### config.mk
export PLATFORM = sky130hd
export DESIGN_NAME = oahm_ctrl
export DESIGN_NICKNAME = d
export VERILOG_FILES = /design/src/design/oahm_pkg.sv /design/src/design/oahm_ctrl.sv
export SDC_FILE = /design/constraint.sdc
export NUM_CORES = 1
export LEC_CHECK = 0
export BUFFER_PORTS_ARGS = -buffer_cell sky130_fd_sc_hd__buf_2
export CAP_MARGIN = 15
export CORE_AREA = 2 2 41 43
export DETAILED_ROUTE_END_ITERATION = 10
export DIE_AREA = 0 0 43 45
export GPL_TIMING_DRIVEN = 0
export PLACE_DENSITY = 0.71
export SYNTH_ARGS = -nofsm -noshare
export SYNTH_HDL_FRONTEND = slang
export SYNTH_SLANG_ARGS = --single-unit
### constraint.sdc
create_clock -name i_clk -period 1.4 [get_ports i_clk]
set_input_delay 0.28 -clock i_clk [delete_from_list [all_inputs] [get_ports i_clk]]
set_output_delay 0.28 -clock i_clk [all_outputs]
set_load 0.03 [all_outputs]
### src/design/oahm_pkg.sv
package oahm_pkg;

    // Field widths of the words on the ports.
    localparam int ACTION_W = 3;
    localparam int KEY_W    = 32;
    localparam int VALUE_W  = 32;
    localparam int SEL_W    = 8;
    localparam int STATUS_W = 2;
    localparam int SLOT_W   = 8;
    localparam int LIVE_W   = 9;
    localparam int LIMIT_W  = 9;
    localparam int FLAG_W   = 2;

    // Load limit after reset.
    localparam logic [LIMIT_W-1:0] LIMIT_RESET = 9'd197;

    // Action codes.
    localparam logic [ACTION_W-1:0] ACT_LOOKUP    = 3'd0;
    localparam logic [ACTION_W-1:0] ACT_INSERT    = 3'd1;
    localparam logic [ACTION_W-1:0] ACT_REMOVE    = 3'd2;
    localparam logic [ACTION_W-1:0] ACT_CLEAR     = 3'd3;
    localparam logic [ACTION_W-1:0] ACT_READ_SLOT = 3'd4;

    // Status codes.
    localparam logic [STATUS_W-1:0] STAT_OK     = 2'd0;
    localparam logic [STATUS_W-1:0] STAT_ABSENT = 2'd1;
    localparam logic [STATUS_W-1:0] STAT_FULL   = 2'd2;

    // Slot flag codes as held in the flag memory.
    typedef enum logic [FLAG_W-1:0] {
        FLAG_LIVE  = 2'd0,
        FLAG_TOMB  = 2'd1,
        FLAG_EMPTY = 2'd2
    } t_flag;

    // How an action finishes.
    typedef enum logic [3:0] {
        FIN_NONE,
        FIN_FOUND,
        FIN_ABSENT,
        FIN_INSERT,
        FIN_FULL,
        FIN_REMOVE,
        FIN_CLEAR,
        FIN_READSLOT,
        FIN_OTHER
    } t_fin;

    // Controller states.
    typedef enum logic [2:0] {
        ST_SWEEP,
        ST_IDLE,
        ST_READ,
        ST_EVAL,
        ST_FINISH
    } t_state;

    // Input word.
    typedef struct packed {
        logic [ACTION_W-1:0] action;
        logic [KEY_W-1:0]    key;
        logic [VALUE_W-1:0]  value;
        logic                value_given;
        logic [SEL_W-1:0]    slot_select;
    } t_in;

    // Result word.
    typedef struct packed {
        logic [STATUS_W-1:0] status;
        logic [SLOT_W-1:0]   slot_index;
        logic [KEY_W-1:0]    key_out;
        logic [VALUE_W-1:0]  value_out;
        logic                populated;
        logic [LIVE_W-1:0]   live_count;
    } t_out;

    // Commands from the controller to the datapath.
    typedef struct packed {
        logic load;
        logic rd;
        logic adv;
        logic eval;
        logic sweep;
        logic fin_en;
        t_fin fin;
    } t_cmd;

    // Status from the datapath to the controller.
    typedef struct packed {
        logic [ACTION_W-1:0] in_action;
        logic                flag_empty;
        logic                flag_tomb;
        logic                key_hit;
        logic                have_tomb;
        logic                wrap;
        logic                limit_hit;
        logic                sweep_last;
        logic                out_free;
    } t_sts;

endpackage

### src/design/oahm_ctrl.sv
module oahm_ctrl (
    input  logic          i_clk,
    input  logic          i_rst_n,
    input  logic          i_in_valid,
    output logic          o_in_ready,
    input  oahm_pkg::t_sts i_sts,
    output oahm_pkg::t_cmd o_cmd
);

    import oahm_pkg::*;

    t_state r_state, n_state;
    t_fin   r_fin, n_fin;

    // State register; reset starts with the sweep that empties every slot.
    always_ff @(posedge i_clk) begin
        if (!i_rst_n) begin
            r_state <= ST_SWEEP;
            r_fin   <= FIN_NONE;
        end else begin
            r_state <= n_state;
            r_fin   <= n_fin;
        end
    end

    // Next state and commands.
    always_comb begin
        n_state      = r_state;
        n_fin        = r_fin;
        o_in_ready   = 1'b0;
        o_cmd.load   = 1'b0;
        o_cmd.rd     = 1'b0;
        o_cmd.adv    = 1'b0;
        o_cmd.eval   = 1'b0;
        o_cmd.sweep  = 1'b0;
        o_cmd.fin_en = 1'b0;
        o_cmd.fin    = r_fin;
        case (r_state)
            ST_SWEEP: begin
                o_cmd.sweep = 1'b1;
                if (i_sts.sweep_last) begin
                    n_state = (r_fin == FIN_CLEAR) ? ST_FINISH : ST_IDLE;
                end
            end
            ST_IDLE: begin
                o_in_ready = 1'b1;
                if (i_in_valid) begin
                    o_cmd.load = 1'b1;
                    case (i_sts.in_action)
                        ACT_LOOKUP: begin
                            n_fin   = FIN_FOUND;
                            n_state = ST_READ;
                        end
                        ACT_INSERT: begin
                            n_fin   = FIN_INSERT;
                            n_state = ST_READ;
                        end
                        ACT_REMOVE: begin
                            n_fin   = FIN_REMOVE;
                            n_state = ST_READ;
                        end
                        ACT_READ_SLOT: begin
                            n_fin   = FIN_READSLOT;
                            n_state = ST_READ;
                        end
                        ACT_CLEAR: begin
                            n_fin   = FIN_CLEAR;
                            n_state = ST_SWEEP;
                        end
                        default: begin
                            n_fin   = FIN_OTHER;
                            n_state = ST_FINISH;
                        end
                    endcase
                end
            end
            ST_READ: begin
                o_cmd.rd = 1'b1;
                n_state  = ST_EVAL;
            end
            ST_EVAL: begin
                o_cmd.eval = 1'b1;
                if (r_fin == FIN_READSLOT) begin
                    n_state = ST_FINISH;
                end else if (i_sts.flag_empty || i_sts.key_hit) begin
                    // The probe ends on an empty slot or on the key itself.
                    n_state = ST_FINISH;
                    if (r_fin == FIN_INSERT) begin
                        if (i_sts.flag_empty && !i_sts.have_tomb && i_sts.limit_hit) begin
                            n_fin = FIN_FULL;
                        end
                    end else if (!i_sts.key_hit) begin
                        n_fin = FIN_ABSENT;
                    end
                end else begin
                    // Step on; back at the home slot the search gives up.
                    o_cmd.adv = 1'b1;
                    if (i_sts.wrap) begin
                        n_state = ST_FINISH;
                        if (r_fin == FIN_INSERT) begin
                            n_fin = (i_sts.have_tomb || i_sts.flag_tomb) ? FIN_INSERT
                                                                         : FIN_FULL;
                        end else begin
                            n_fin = FIN_ABSENT;
                        end
                    end else begin
                        n_state = ST_READ;
                    end
                end
            end
            ST_FINISH: begin
                if (i_sts.out_free) begin
                    o_cmd.fin_en = 1'b1;
                    n_state      = ST_IDLE;
                end
            end
            default: begin
                n_state = ST_IDLE;
            end
        endcase
    end

endmodule

==> out/qor.txt <==
Final period utilization -> 109%
Met2 routed WL -> 903 um
Max Used Layer -> met4
Met3 Wirelength -> 79 um
Hold_ws -> 0.291 ns
Kind of critical path -> register to primary output
Via count -> 675
Final antenna-violating net count -> 0
Post-synth ARST share -> 0%
Mean Syn Cell Area -> 8.68 um^2
Final WL -> 1780 um
DRT Pass-1 Iters -> 4
Final Hold Fails -> 0
Clock slew at reported path FFs -> 0.05 ns
Syn Inst Count -> 67
Area leader, netlist -> dfxtp_1
# port buffers -> 23
CTS buffer count -> 3
Startpoint types -> register
First-pass GRT wire length -> 2630 um
FMAX -> 657 MHz
Slew @ Worst Pin -> 0.362 ns
Core ar. -> 1470 um^2
Cell Count Post-Placement -> 106
WL/cell -> 14.6 um
Yosys cell types -> 35
Max VDD drop -> 0.620 mV
Die ar. -> 1940 um^2
GPL Wtd Cong -> 0.727
Post-detailed-route DRC marker count -> 0
Layout Cells excl Fill -> 122
Seq/Total Area, Yosys -> 24.1%
Most instantiated cells after synthesis -> dfxtp_1 (7), nand2_1 (6), a21oi_1 (5), inv_1 (5)
Die width -> 43 um
TritonCTS sink count -> 7
CTS H-Tree Depth -> 1
Mapped Area -> 582 um^2
Number of diodes -> 0
Io pins -> 25
Met1 wire length -> 747 um
Total of max-cap violations -> 0
CTS tree -> built
Synth top area cells -> dfxtp_1 (24%), mux2i_1 (6.9%), a211oi_1 (5.2%)
Max_slew headroom -> 75.2%
Largest net degree at the start of global routing -> 10
Fin Clk Skew -> 0.00325 ns
Post-synthesis register bit count -> 7
Pwr dens -> 749 nW/um^2
Gr ovfl total -> 0
Pleak -> 0.463 nW
Critical Path Most Common Cell -> buf_6
# nets final -> 121
Synth warnings -> 0
Post-Syn Nets -> 81
Placed inst area -> 767 um^2
Top-count cell post-synth -> dfxtp_1
Status -> finished, violations left
Vias in the first global route -> 643
Worst path max stage delay -> 0.30 ns
Top cell type's share of synthesized area -> 24.1%
Worst-path fanout max -> 8
Worst path bufs/invs -> 2
Max Slew Vio Count -> 0
Final setup fails -> 7
Worst path cell trace -> buf_6, nand3b_4, a211oi_4, buf_6
Initial antenna violation count -> 0
Die Height -> 45 um
Slack of the critical path -> -0.123 ns
Layout cells sized above 1 -> 63.2%
CP Capture Type -> primary output
Worst path slowest cell -> dfxtp_1
Unrepaired setup endpoints after global routing -> yes
Hpwl dp -> 1170 um
Critical Path RT -> 1.12 ns
Ys flop type -> dfxtp_1
Worst-Skew Late Latency -> 0.25 ns
Layout overhead on the synthesized area -> 73.8%
Via/cell ratio -> 5.53
Rows -> 14
Final min period -> 1.52 ns
Root buffer cell -> clkbuf_4
Design Power -> 0.758 mW
Design area -> 1010 um^2
Family with the most delay on the worst path -> flip-flops
Crit path DAT -> 1.24 ns
Initial DRC count -> 11
Total GRT Usage -> 18.5%
Failing checks -> negative setup slack
EDFF count, synth -> 0
Initial Util -> 39.5%
HP Class -> input port to register
Deepest clock path buffer count -> 2
==> flip-flops by register name (all words and copies together) (netlist names) <==
signal / count
r_fin: 4
r_state: 3
==> worst paths after layout <==
kind                                 start    endpoint  slack (ns)  depth (start not counted)
worst max-delay path            r_state[2]    o_cmd[7]       -0.12                          4
worst min-delay path              i_sts[0]  r_state[2]        0.29                          2
worst max register to register  r_state[2]  r_state[2]       -0.10                          7
worst min register to register    r_fin[2]    r_fin[2]        0.48                          2
==> logic make-up after synthesis <==
logic type	synth area share, %
compound gates	30.1
buf+inv	8.17
flops	24.1
mux	9.46
simple gates	28.2
==> area by class of cell <==
type	instances	area [um^2]
clock buffers	4	26.3
flip-flops and latches	7	150
inverters	6	25.0
fillers	130	460
plain buffers	3	30.0
multi-input cells	51	502
well taps	16	20.0
repair buffers	35	258
==> timing repair <==
action / CTS / global route
gates resized for setup: 19 / 10
buffers inserted: 8 / 4
hold buffers: 0 / 0
pin swaps: 7 / 6
endpoints found under the setup margin: 12 / 13
==> per-stage QoR <==
stage	setup WS (ns)	setup TNS, ns	util, %
2_1_floorplan	-0.0500	-0.0914	-
3_3_place_gp	-0.101	-0.369	52.1
3_5_place_dp	-0.100	-0.399	52.1
4_1_cts	-0.120	-0.614	63.0
5_1_grt	-0.174	-0.956	68.7
6_report	-0.123	-0.440	68.7
==> placed cells by master, fill, tap and decap left out, types with 2 or more instances in the layout <==
master / n
a21oi_1: 5
nor3_4: 2
mux2i_1: 4
a221oi_2: 2
buf_6: 7
buf_2: 16
nand2_1: 5
buf_4: 12
nor2_1: 2
dfxtp_2: 5
clkbuf_4: 3
nand2b_1: 2
a211oi_2: 2
inv_1: 5
==> power breakdown <==
| part | internal, mW | total [mW] | switching (mW) |
|---|---|---|---|
| logic | 0.161 | 0.346 | 0.186 |
| registers | 0.216 | 0.235 | 0.0186 |
| clock network | 0.108 | 0.177 | 0.0682 |
==> metal layers <==
layer	track usage, %	vias to the layer above
li1	-	332
met4	13.3	0
met1	21.2	316
met2	30.9	21
met5	0	-
met3	3.60	6
(Power assumes the default switching activity.)
